==> config.mk <==
export PLATFORM = sky130hd
export DESIGN_NAME = calendar_seconds_converter_core
export DESIGN_NICKNAME = d
export VERILOG_FILES = /design/src/rtl/core/csc_pkg.sv /design/src/rtl/core/csc_addsub.sv /design/src/rtl/core/csc_ctrl.sv /design/src/rtl/core/calendar_seconds_converter_core.sv
export SDC_FILE = /design/constraint.sdc
export NUM_CORES = 1
export LEC_CHECK = 0
export ABC_AREA = 1
export BUFFER_PORTS_ARGS = -buffer_cell sky130_fd_sc_hd__buf_4
export CORE_MARGIN = 4
export CORE_UTILIZATION = 45
export CTS_CLUSTER_DIAMETER = 50
export CTS_CLUSTER_SIZE = 10
export DETAILED_ROUTE_END_ITERATION = 16
export SKIP_LAST_GASP = 1
export SYNTH_ARGS = -nofsm -noshare
export SYNTH_HDL_FRONTEND = slang
export SYNTH_SLANG_ARGS = --single-unit
export TNS_END_PERCENT = 100
==> constraint.sdc <==
create_clock -name clk -period 5.9 [get_ports clk]
set_input_delay 0.295 -clock clk [delete_from_list [all_inputs] [get_ports clk]]
set_output_delay 0.295 -clock clk [all_outputs]
set_load 0.01 [all_outputs]
==> src/rtl/core/csc_pkg.sv <==
// ----------------------------------------------------------------------------
// csc_pkg
// Shared types, constants and calendar helpers for the calendar / seconds
// converter.
// ----------------------------------------------------------------------------
`default_nettype none

package csc_pkg;

    // last year offset that the year search may reach
    localparam logic [7:0] YEAR_LIMIT = 8'd255;

    // conversion direction codes
    localparam logic FUNC_TO_SECONDS = 1'b0;
    localparam logic FUNC_TO_DATE    = 1'b1;

    // divisors used when splitting a seconds count
    localparam logic [31:0] SECS_PER_DAY  = 32'd86400;
    localparam logic [31:0] SECS_PER_HOUR = 32'd3600;
    localparam logic [31:0] SECS_PER_MIN  = 32'd60;

    // day count of one year or one month
    typedef logic [8:0] csc_days_t;

    // one result beat
    typedef struct packed {
        logic [31:0] seconds;
        logic [7:0]  year;
        logic [3:0]  month;
        logic [4:0]  day;
        logic [4:0]  hour;
        logic [5:0]  minute;
        logic [5:0]  second;
    } csc_result_t;

    // sequencer status toward the top level
    typedef struct packed {
        logic busy;
        logic done;
    } csc_status_t;

    // leap rule for offsets from 2000: only 2100 and 2200 are skipped centuries
    function automatic logic is_leap(input logic [7:0] y);
        return (y[1:0] == 2'b00) && (y != 8'd100) && (y != 8'd200);
    endfunction

    function automatic csc_days_t days_of_year(input logic [7:0] y);
        return is_leap(y) ? 9'd366 : 9'd365;
    endfunction

    // month index from 0; indices past december count 30 days
    function automatic csc_days_t days_of_month(input logic [7:0] y,
                                                input logic [7:0] idx);
        csc_days_t d;
        if (idx >= 8'd12) begin
            d = 9'd30;
        end
        else begin
            case (idx[3:0])
                4'd1:    d = is_leap(y) ? 9'd29 : 9'd28;
                4'd3:    d = 9'd30;
                4'd5:    d = 9'd30;
                4'd8:    d = 9'd30;
                4'd10:   d = 9'd30;
                default: d = 9'd31;
            endcase
        end
        return d;
    endfunction

endpackage

`default_nettype wire

==> src/rtl/core/csc_addsub.sv <==
// ----------------------------------------------------------------------------
// csc_addsub
// Shared 32-bit adder / subtractor. The carry out of a subtract is set when
// a is not below b, which the sequencer uses as its compare.
// ----------------------------------------------------------------------------
`default_nettype none

module csc_addsub (
    input  wire logic [31:0] a,
    input  wire logic [31:0] b,
    input  wire logic        sub,
    output logic [31:0]      sum,
    output logic             carry
);

    logic [31:0] b_op;
    logic [32:0] full;

    // two's complement subtract through inverted operand and carry in
    assign b_op  = sub ? ~b : b;
    assign full  = {1'b0, a} + {1'b0, b_op} + {32'b0, sub};
    assign sum   = full[31:0];
    assign carry = full[32];

endmodule

`default_nettype wire

==> src/rtl/core/csc_ctrl.sv <==
// ----------------------------------------------------------------------------
// csc_ctrl
// Sequencer and working registers. Every arithmetic step (year and month
// accumulation, scaling, compare and subtract against shifted day, hour and
// minute lengths) goes through one shared adder / subtractor, one step per
// cycle.
// ----------------------------------------------------------------------------
`default_nettype none

module csc_ctrl (
    input  wire logic                 clk,
    input  wire logic                 rst_n,
    input  wire logic                 start,
    input  wire logic                 func,
    input  wire logic [31:0]          seconds_in,
    input  wire logic [7:0]           year_in,
    input  wire logic [3:0]           month_in,
    input  wire logic [4:0]           day_in,
    input  wire logic [4:0]           hour_in,
    input  wire logic [5:0]           minute_in,
    input  wire logic [5:0]           second_in,
    input  wire logic                 out_free,
    output csc_pkg::csc_status_t      status,
    output csc_pkg::csc_result_t      result
);

    import csc_pkg::*;

    localparam logic [3:0] ST_IDLE     = 4'd0;
    localparam logic [3:0] ST_D_YEAR   = 4'd1;
    localparam logic [3:0] ST_D_MONTH  = 4'd2;
    localparam logic [3:0] ST_D_DAY    = 4'd3;
    localparam logic [3:0] ST_D_MUL24  = 4'd4;
    localparam logic [3:0] ST_D_HOUR   = 4'd5;
    localparam logic [3:0] ST_D_MUL60M = 4'd6;
    localparam logic [3:0] ST_D_MIN    = 4'd7;
    localparam logic [3:0] ST_D_MUL60S = 4'd8;
    localparam logic [3:0] ST_D_SEC    = 4'd9;
    localparam logic [3:0] ST_S_DIVD   = 4'd10;
    localparam logic [3:0] ST_S_DIVH   = 4'd11;
    localparam logic [3:0] ST_S_DIVM   = 4'd12;
    localparam logic [3:0] ST_S_YEAR   = 4'd13;
    localparam logic [3:0] ST_S_MONTH  = 4'd14;
    localparam logic [3:0] ST_FINISH   = 4'd15;

    // highest shift of each divisor that still fits the quotient width
    localparam logic [7:0] DAY_SHIFT   = 8'd15;
    localparam logic [7:0] HOUR_SHIFT  = 8'd4;
    localparam logic [7:0] MIN_SHIFT   = 8'd5;
    localparam logic [7:0] MONTH_LIMIT = 8'd12;

    logic [3:0]  state_reg, state_next;
    logic        func_reg, func_next;
    logic [7:0]  year_in_reg, year_in_next;
    logic [7:0]  mon_reg, mon_next;
    logic [4:0]  day_reg, day_next;
    logic [4:0]  hr_reg, hr_next;
    logic [5:0]  mi_reg, mi_next;
    logic [5:0]  se_reg, se_next;
    logic [31:0] acc_reg, acc_next;
    logic [15:0] days_reg, days_next;
    logic [7:0]  yr_reg, yr_next;
    logic [7:0]  cnt_reg, cnt_next;

    logic [31:0] op_a, op_b;
    logic        op_sub;
    logic [31:0] op_sum;
    logic        op_carry;
    logic [31:0] day_m1;
    logic [31:0] div_acc;
    logic        done;
    logic        to_date;

    // day - 1 as a 32-bit value, all ones for day zero
    assign day_m1 = {{27{day_reg == 5'd0}}, day_reg - 5'd1};

    // operand selection for the shared unit
    always_comb
    begin
        op_a   = acc_reg;
        op_b   = 32'd0;
        op_sub = 1'b0;
        case (state_reg)
            ST_D_YEAR:   op_b = {23'd0, days_of_year(yr_reg)};
            ST_D_MONTH:  op_b = {23'd0, days_of_month(year_in_reg, cnt_reg)};
            ST_D_DAY:    op_b = day_m1;
            ST_D_MUL24:
            begin
                op_a = {acc_reg[27:0], 4'd0};
                op_b = {acc_reg[28:0], 3'd0};
            end
            ST_D_HOUR:   op_b = {27'd0, hr_reg};
            ST_D_MUL60M,
            ST_D_MUL60S:
            begin
                op_a   = {acc_reg[25:0], 6'd0};
                op_b   = {acc_reg[29:0], 2'd0};
                op_sub = 1'b1;
            end
            ST_D_MIN:    op_b = {26'd0, mi_reg};
            ST_D_SEC:    op_b = {26'd0, se_reg};
            ST_S_DIVD:
            begin
                op_b   = SECS_PER_DAY << cnt_reg[3:0];
                op_sub = 1'b1;
            end
            ST_S_DIVH:
            begin
                op_b   = SECS_PER_HOUR << cnt_reg[3:0];
                op_sub = 1'b1;
            end
            ST_S_DIVM:
            begin
                op_b   = SECS_PER_MIN << cnt_reg[3:0];
                op_sub = 1'b1;
            end
            ST_S_YEAR:
            begin
                op_a   = {16'd0, days_reg};
                op_b   = {23'd0, days_of_year(yr_reg)};
                op_sub = 1'b1;
            end
            ST_S_MONTH:
            begin
                op_a   = {16'd0, days_reg};
                op_b   = {23'd0, days_of_month(yr_reg, cnt_reg)};
                op_sub = 1'b1;
            end
            default:
            begin
                op_a   = acc_reg;
                op_b   = 32'd0;
                op_sub = 1'b0;
            end
        endcase
    end

    csc_addsub u_addsub (
        .a     (op_a),
        .b     (op_b),
        .sub   (op_sub),
        .sum   (op_sum),
        .carry (op_carry)
    );

    // one compare and subtract step, remainder kept when the multiple does not fit
    assign div_acc = op_carry ? op_sum : acc_reg;

    // sequencer
    always_comb
    begin
        state_next   = state_reg;
        func_next    = func_reg;
        year_in_next = year_in_reg;
        mon_next     = mon_reg;
        day_next     = day_reg;
        hr_next      = hr_reg;
        mi_next      = mi_reg;
        se_next      = se_reg;
        acc_next     = acc_reg;
        days_next    = days_reg;
        yr_next      = yr_reg;
        cnt_next     = cnt_reg;
        done         = 1'b0;
        case (state_reg)
            ST_IDLE:
            begin
                if (start)
                begin
                    func_next    = func;
                    year_in_next = year_in;
                    mon_next     = {4'd0, month_in} + 8'hFF;
                    day_next     = day_in;
                    hr_next      = hour_in;
                    mi_next      = minute_in;
                    se_next      = second_in;
                    yr_next      = 8'd0;
                    if (func == FUNC_TO_DATE)
                    begin
                        acc_next   = seconds_in;
                        cnt_next   = DAY_SHIFT;
                        state_next = ST_S_DIVD;
                    end
                    else
                    begin
                        acc_next   = 32'd0;
                        cnt_next   = 8'd0;
                        state_next = ST_D_YEAR;
                    end
                end
            end
            // whole years before the given one
            ST_D_YEAR:
            begin
                if (yr_reg == year_in_reg)
                begin
                    cnt_next   = 8'd0;
                    state_next = ST_D_MONTH;
                end
                else
                begin
                    acc_next = op_sum;
                    yr_next  = yr_reg + 8'd1;
                end
            end
            // whole months before the given one
            ST_D_MONTH:
            begin
                if (cnt_reg == mon_reg)
                begin
                    state_next = ST_D_DAY;
                end
                else
                begin
                    acc_next = op_sum;
                    cnt_next = cnt_reg + 8'd1;
                end
            end
            ST_D_DAY:
            begin
                acc_next   = op_sum;
                state_next = ST_D_MUL24;
            end
            ST_D_MUL24:
            begin
                acc_next   = op_sum;
                state_next = ST_D_HOUR;
            end
            ST_D_HOUR:
            begin
                acc_next   = op_sum;
                state_next = ST_D_MUL60M;
            end
            ST_D_MUL60M:
            begin
                acc_next   = op_sum;
                state_next = ST_D_MIN;
            end
            ST_D_MIN:
            begin
                acc_next   = op_sum;
                state_next = ST_D_MUL60S;
            end
            ST_D_MUL60S:
            begin
                acc_next   = op_sum;
                state_next = ST_D_SEC;
            end
            ST_D_SEC:
            begin
                acc_next   = op_sum;
                state_next = ST_FINISH;
            end
            // seconds into days and time of day
            ST_S_DIVD:
            begin
                acc_next  = div_acc;
                days_next = {days_reg[14:0], op_carry};
                cnt_next  = cnt_reg - 8'd1;
                if (cnt_reg == 8'd0)
                begin
                    cnt_next   = HOUR_SHIFT;
                    state_next = ST_S_DIVH;
                end
            end
            // time of day into hours and the rest of the hour
            ST_S_DIVH:
            begin
                acc_next = div_acc;
                hr_next  = {hr_reg[3:0], op_carry};
                cnt_next = cnt_reg - 8'd1;
                if (cnt_reg == 8'd0)
                begin
                    cnt_next   = MIN_SHIFT;
                    state_next = ST_S_DIVM;
                end
            end
            // rest of the hour into minutes and seconds
            ST_S_DIVM:
            begin
                acc_next = div_acc;
                mi_next  = {mi_reg[4:0], op_carry};
                cnt_next = cnt_reg - 8'd1;
                if (cnt_reg == 8'd0)
                begin
                    se_next    = div_acc[5:0];
                    yr_next    = 8'd0;
                    cnt_next   = 8'd0;
                    state_next = ST_S_YEAR;
                end
            end
            // peel off whole years
            ST_S_YEAR:
            begin
                if ((yr_reg == YEAR_LIMIT) || !op_carry)
                begin
                    cnt_next   = 8'd0;
                    state_next = ST_S_MONTH;
                end
                else
                begin
                    days_next = op_sum[15:0];
                    yr_next   = yr_reg + 8'd1;
                end
            end
            // peel off whole months
            ST_S_MONTH:
            begin
                if ((cnt_reg == MONTH_LIMIT) || !op_carry)
                begin
                    state_next = ST_FINISH;
                end
                else
                begin
                    days_next = op_sum[15:0];
                    cnt_next  = cnt_reg + 8'd1;
                end
            end
            // hand the result over once the output register is free
            ST_FINISH:
            begin
                if (out_free)
                begin
                    done       = 1'b1;
                    state_next = ST_IDLE;
                end
            end
            default:
            begin
                state_next = ST_IDLE;
            end
        endcase
    end

    // control state
    always_ff @(posedge clk or negedge rst_n)
    begin
        if (!rst_n)
        begin
            state_reg <= ST_IDLE;
        end
        else
        begin
            state_reg <= state_next;
        end
    end

    // working registers
    always_ff @(posedge clk)
    begin
        func_reg    <= func_next;
        year_in_reg <= year_in_next;
        mon_reg     <= mon_next;
        day_reg     <= day_next;
        hr_reg      <= hr_next;
        mi_reg      <= mi_next;
        se_reg      <= se_next;
        acc_reg     <= acc_next;
        days_reg    <= days_next;
        yr_reg      <= yr_next;
        cnt_reg     <= cnt_next;
    end

    assign to_date = (func_reg == FUNC_TO_DATE);

    // result assembly, inactive direction reads as zero
    always_comb
    begin
        result.seconds = to_date ? 32'd0 : acc_reg;
        result.year    = to_date ? yr_reg : 8'd0;
        result.month   = to_date ? (cnt_reg[3:0] + 4'd1) : 4'd0;
        result.day     = to_date ? (days_reg[4:0] + 5'd1) : 5'd0;
        result.hour    = to_date ? hr_reg : 5'd0;
        result.minute  = to_date ? mi_reg : 6'd0;
        result.second  = to_date ? se_reg : 6'd0;
    end

    assign status.busy = (state_reg != ST_IDLE);
    assign status.done = done;

endmodule

`default_nettype wire

==> src/rtl/core/calendar_seconds_converter_core.sv <==
// ----------------------------------------------------------------------------
// calendar_seconds_converter_core
// Converts between a calendar date and time (years after 2000) and seconds
// since 2000-01-01 00:00:00 in either direction, one beat at a time.
//
//   channel  handshake            payload
//   in       in_valid / in_stall  func, seconds_in, year_in, month_in,
//                                 day_in, hour_in, minute_in, second_in
//   out      out_valid / out_stall seconds_out, year_out, month_out, day_out,
//                                 hour_out, minute_out, second_out
//
// date to seconds: the year and month loops add whole years and months, then
//   day, hour, minute and second are added with scaling in between
// seconds to date: 16, 5 and 6 compare and subtract steps against shifted
//   day, hour and minute lengths, then the year and month loops
// in_stall is high while a conversion runs and while its result waits for a
//   held output beat; a result in the output register waits there while the
//   next beat is taken
// rst_n clears the sequencer and the output valid asynchronously
// ----------------------------------------------------------------------------
`default_nettype none

module calendar_seconds_converter_core (
    input  wire logic        clk,
    input  wire logic        rst_n,
    input  wire logic        in_valid,
    output logic             in_stall,
    input  wire logic        func,
    input  wire logic [31:0] seconds_in,
    input  wire logic [7:0]  year_in,
    input  wire logic [3:0]  month_in,
    input  wire logic [4:0]  day_in,
    input  wire logic [4:0]  hour_in,
    input  wire logic [5:0]  minute_in,
    input  wire logic [5:0]  second_in,
    output logic             out_valid,
    input  wire logic        out_stall,
    output logic [31:0]      seconds_out,
    output logic [7:0]       year_out,
    output logic [3:0]       month_out,
    output logic [4:0]       day_out,
    output logic [4:0]       hour_out,
    output logic [5:0]       minute_out,
    output logic [5:0]       second_out
);

    import csc_pkg::*;

    csc_status_t status;
    csc_result_t result;
    csc_result_t result_reg;
    logic        out_valid_reg, out_valid_next;
    logic        out_free;
    logic        start;

    assign in_stall = status.busy;
    assign start    = in_valid && !in_stall;
    assign out_free = !out_valid_reg || !out_stall;

    csc_ctrl u_ctrl (
        .clk        (clk),
        .rst_n      (rst_n),
        .start      (start),
        .func       (func),
        .seconds_in (seconds_in),
        .year_in    (year_in),
        .month_in   (month_in),
        .day_in     (day_in),
        .hour_in    (hour_in),
        .minute_in  (minute_in),
        .second_in  (second_in),
        .out_free   (out_free),
        .status     (status),
        .result     (result)
    );

    // output beat valid
    always_comb
    begin
        out_valid_next = out_valid_reg;
        if (status.done)
        begin
            out_valid_next = 1'b1;
        end
        else if (!out_stall)
        begin
            out_valid_next = 1'b0;
        end
    end

    always_ff @(posedge clk or negedge rst_n)
    begin
        if (!rst_n)
        begin
            out_valid_reg <= 1'b0;
        end
        else
        begin
            out_valid_reg <= out_valid_next;
        end
    end

    // output payload register
    always_ff @(posedge clk)
    begin
        if (status.done)
        begin
            result_reg <= result;
        end
    end

    assign out_valid   = out_valid_reg;
    assign seconds_out = result_reg.seconds;
    assign year_out    = result_reg.year;
    assign month_out   = result_reg.month;
    assign day_out     = result_reg.day;
    assign hour_out    = result_reg.hour;
    assign minute_out  = result_reg.minute;
    assign second_out  = result_reg.second;

`ifndef NO_ASSERTIONS
    // a finished result never lands on a beat that is still held
    a_no_overwrite: assert property (@(posedge clk) disable iff (!rst_n)
        !(status.done && out_valid_reg && out_stall))
        else $error("result written over a stalled output beat");

    // the input side reopens only after a result was handed over
    a_reopen_after_done: assert property (@(posedge clk) disable iff (!rst_n)
        $fell(in_stall) |-> $past(status.done))
        else $error("input reopened without a finished result");

    // time of day from the dividers stays in range
    a_time_range: assert property (@(posedge clk) disable iff (!rst_n)
        out_valid |-> ((hour_out < 5'd24) && (minute_out < 6'd60) && (second_out < 6'd60)))
        else $error("time of day out of range");
`endif

endmodule

`default_nettype wire
==> run_results.csv <==
group,metric,value,unit
run_status,outcome,"completed",
synthesis,synth_area_leader_cell,"edfxtp_1",
floorplanning,coreArea,25330,um^2
detailed_routing,avgViaCountPerCell,5.600,
placement,dp_hpwl,30790,um
run,maxCapViolations,0,
synthesis,synth_edf_count,167,
timing,finClkSkew,0.01406,ns
grt,overflow,0,
timing,fin_ws,0.3744,ns
grt,grt_pass1_wl,60360,um
detailed_routing,routedWlPerCell,19.94,um
placement,buffer_ports.inserted,138,
synthesis,yosys-top-cells-area,"edfxtp_1 (43%), nand2_1 (11%), nor2_1 (6.8%)",
floorplanning,die_x,169.1,um
timing,post-route-min-period,5.526,ns
timing,slew_headroom,25.59,%
synthesis,syn-num-nets,1603,
synthesis,netlist.area_leader.share,42.95,%
worst_setup_path,required,5.87,ns
synthesis,ys_seq_elements,172,
final_layout,fillCellCount,2465,
clocking,cts-root-buf,"clkbuf_16",
detailed_routing,drc,0,
placement,place_congestion,0.9931,
final_layout,stdcell_count,1966,
worst_setup_path,worstPathArrival,5.49,ns
floorplanning,dieArea,28580,um^2
floorplanning,ios,139,
synthesis,async_flop_share,2.907,%
grt,grt_pass1_vias,10430,
grt,antenna_found_initial,0,
timing,max_freq,0.1810,GHz
worst_hold_path,min_path_cells,1,
clocking,cts_tree,"built",
floorplanning,start_util,46.10,%
floorplanning,dieHeight,169.1,um
worst_setup_path,worstSetupPathType,"reg2reg",
timing,rsz0062_at_grt,"yes",
worst_setup_path,r2r-end,"u_ctrl.acc_reg[20]",
worst_setup_path,regToRegStartpoint,"u_ctrl.cnt_reg[0]",
grt,grt.total_usage,27.20,%
synthesis,syn_area_per_cell,7.830,um^2
detailed_routing,num_vias,11010,
clocking,cts.sinks,172,
final_layout,areaGrowthSynthToFinish,17.96,%
worst_setup_path,r2r_cells,20,
timing,maxSlewViolCount,0,
synthesis,synth-main-ff-cell,"edfxtp_1",
synthesis,yosys.cell_types.count,61,
floorplanning,rows,58,
detailed_routing,first_iter_violations,1334,
final_layout,antennaDiodeCount,0,
worst_hold_path,min-delay-start,"year_in[2]",
clocking,cts-htree-levels,4,
synthesis,synth_cells,1491,
detailed_routing,drtPass1Iterations,5,
grt,grt_max_degree,58,
timing,hold_viol_final,0,
clocking,clockBufferDepth,2,
placement,dp_cells,1933,
clocking,cts-buffers-inserted,17,
timing,setup_violations,0,
final_layout,fin_nets,1735,
detailed_routing,totalWireLength,39200,um
worst_setup_path,rrSetupSlack,0.37,ns
synthesis,syn_area,11670,um^2
synthesis,yosysWarnings,0,
clocking,clkLatencyLatePin,0.43,ns
timing,period_share,93.65,%
worst_hold_path,hold_end,"u_ctrl.year_in_reg[2]",
worst_setup_path,crit_path_end_kind,"flip-flop",
worst_hold_path,hp-class,"in2reg",
timing,worstMarginPinSlew,1.116,ns
detailed_routing,drtAntennaViolNets,0,
placement,place_ws,0.4701,ns
worst_setup_path,cp-start-kind,"flip-flop",
clocking,clk_pin_slew_worst_paths,0.08,ns
synthesis,yosysSeqAreaShare,44.03,%
worst_setup_path,worst-path-max-fanout,26,
final_layout,layout-drive-gt1-share,15.10,%
critical path: stages (launching register included):
cell        delay [ns]
edfxtp_1          0.70
inv_1             0.32
ha_1              0.32
inv_1             0.09
nand2_1           0.06
nand3_1           0.06
nand2_1           0.11
nor3_1            0.20
o221ai_1          0.17
xor2_1            0.24
fa_1              0.50
nand3_1           0.09
nand3_1           0.10
a21oi_1           0.23
o21ai_1           0.19
nand3_1           0.12
nand3_1           0.19
a21oi_2           0.27
inv_2             0.13
o21ai_0           0.31
clkinvlp_4        0.65
kinds of logic after synthesis:
| group | Yosys count | synth area share [%] |
|---|---|---|
| buffers and inverters | 256 | 8.338 |
| AOI/OAI and AO/OA | 297 | 15.58 |
| xor gates and xnor gates | 48 | 3.601 |
| DFF | 172 | 44.03 |
| and+or+nand+nor | 677 | 24.00 |
| adders and majority gates | 41 | 4.458 |
final cells by class:
class                           instances  area [um^2]  share of cell area [%]
Tap cell                              330        412.9                   2.998
Sequential cell                       172         5140                   37.32
Clock buffer                           17        425.4                   3.089
Timing Repair Buffer                  159         1196                   8.685
Clock inverter                         15        225.2                   1.635
Multi-Input combinational cell       1063         5580                   40.52
Inverter                              210        792.0                   5.751
worst max-delay path by stage:
stage,to,startpoint,depth (start not counted),slack (ns)
after floorplan,u_ctrl.days_reg[0],u_ctrl.state_reg[1],23,1.31
after global routing,u_ctrl.acc_reg[20],u_ctrl.cnt_reg[0],20,-0.06
after detailed placement,u_ctrl.acc_reg[19],u_ctrl.state_reg[1],20,0.47
after CTS,u_ctrl.acc_reg[21],u_ctrl.state_reg[1],20,0.43
final,u_ctrl.acc_reg[20],u_ctrl.cnt_reg[0],20,0.37
after global placement,u_ctrl.acc_reg[20],u_ctrl.state_reg[1],20,0.54
per-layer routing:
layer	GRT usage (%)	vias to the layer above	part of all wire, %
met5	0	-	0
met4	5.845	0	1.5
met3	5.371	47	11
met2	38.33	582	40
met1	43.09	5100	47
li1	-	5281	-
cell usage in the layout (no fill, tap or decap), types with 4 or more instances in the layout:
| cell type | n |
|---|---|
| a2111oi_0 | 7 |
| a211oi_1 | 9 |
| a21oi_1 | 94 |
| a22o_1 | 6 |
| a31o_2 | 4 |
| a31oi_1 | 8 |
| buf_4 | 158 |
| clkbuf_16 | 17 |
| clkinv_1 | 4 |
| dfrtp_1 | 5 |
| edfxtp_1 | 167 |
| ha_1 | 40 |
| inv_1 | 190 |
| inv_2 | 15 |
| inv_8 | 4 |
| nand2_1 | 331 |
| nand2_2 | 13 |
| nand3_1 | 51 |
| nand4_1 | 8 |
| nor2_1 | 209 |
| nor2_2 | 7 |
| nor3_1 | 34 |
| nor4_1 | 5 |
| o211ai_1 | 10 |
| o21a_1 | 4 |
| o21ai_0 | 90 |
| o21ai_1 | 12 |
| o221ai_1 | 5 |
| o22ai_1 | 7 |
| o311ai_0 | 6 |
| o31ai_1 | 4 |
| o41ai_1 | 6 |
| or2_2 | 4 |
| xnor2_1 | 13 |
| xor2_1 | 35 |
per-stage QoR:
step           instance area (um^2)  hold slack, ns  setup TNS [ns]  util, %
6_report                      13770         0.03300               0    54.38
5_1_grt                       13770         0.01646          -1.057    54.38
4_1_cts                       13770         0.02147               0    54.36
3_5_place_dp                  13110          0.1019               0    51.75
3_3_place_gp                  13110          0.1021               0    51.75
2_1_floorplan                 11670      -0.0005911               0        -
synth_stat cells (12+ instances only):
master,n
nand3_1,51
nor3_1,35
xnor2_1,13
o21ai_1,12
nor2_1,210
nand2_1,331
a21oi_1,95
nand2_2,13
xor2_1,35
inv_1,191
edfxtp_1,167
ha_1,40
o21ai_0,90
clkbuf_1,33
inv_2,15
repair_timing:
action	4_1_cts	5_1_grt
hold buffers	1	0
gates resized for setup	0	1
setup endpoints to repair	0	26
buffers inserted	0	0
endpoints found under the hold margin	5	0
Power is left out: the tool's default activity adds up to more than one toggle a clock period on the data nets, which glitch-free logic cannot reach.
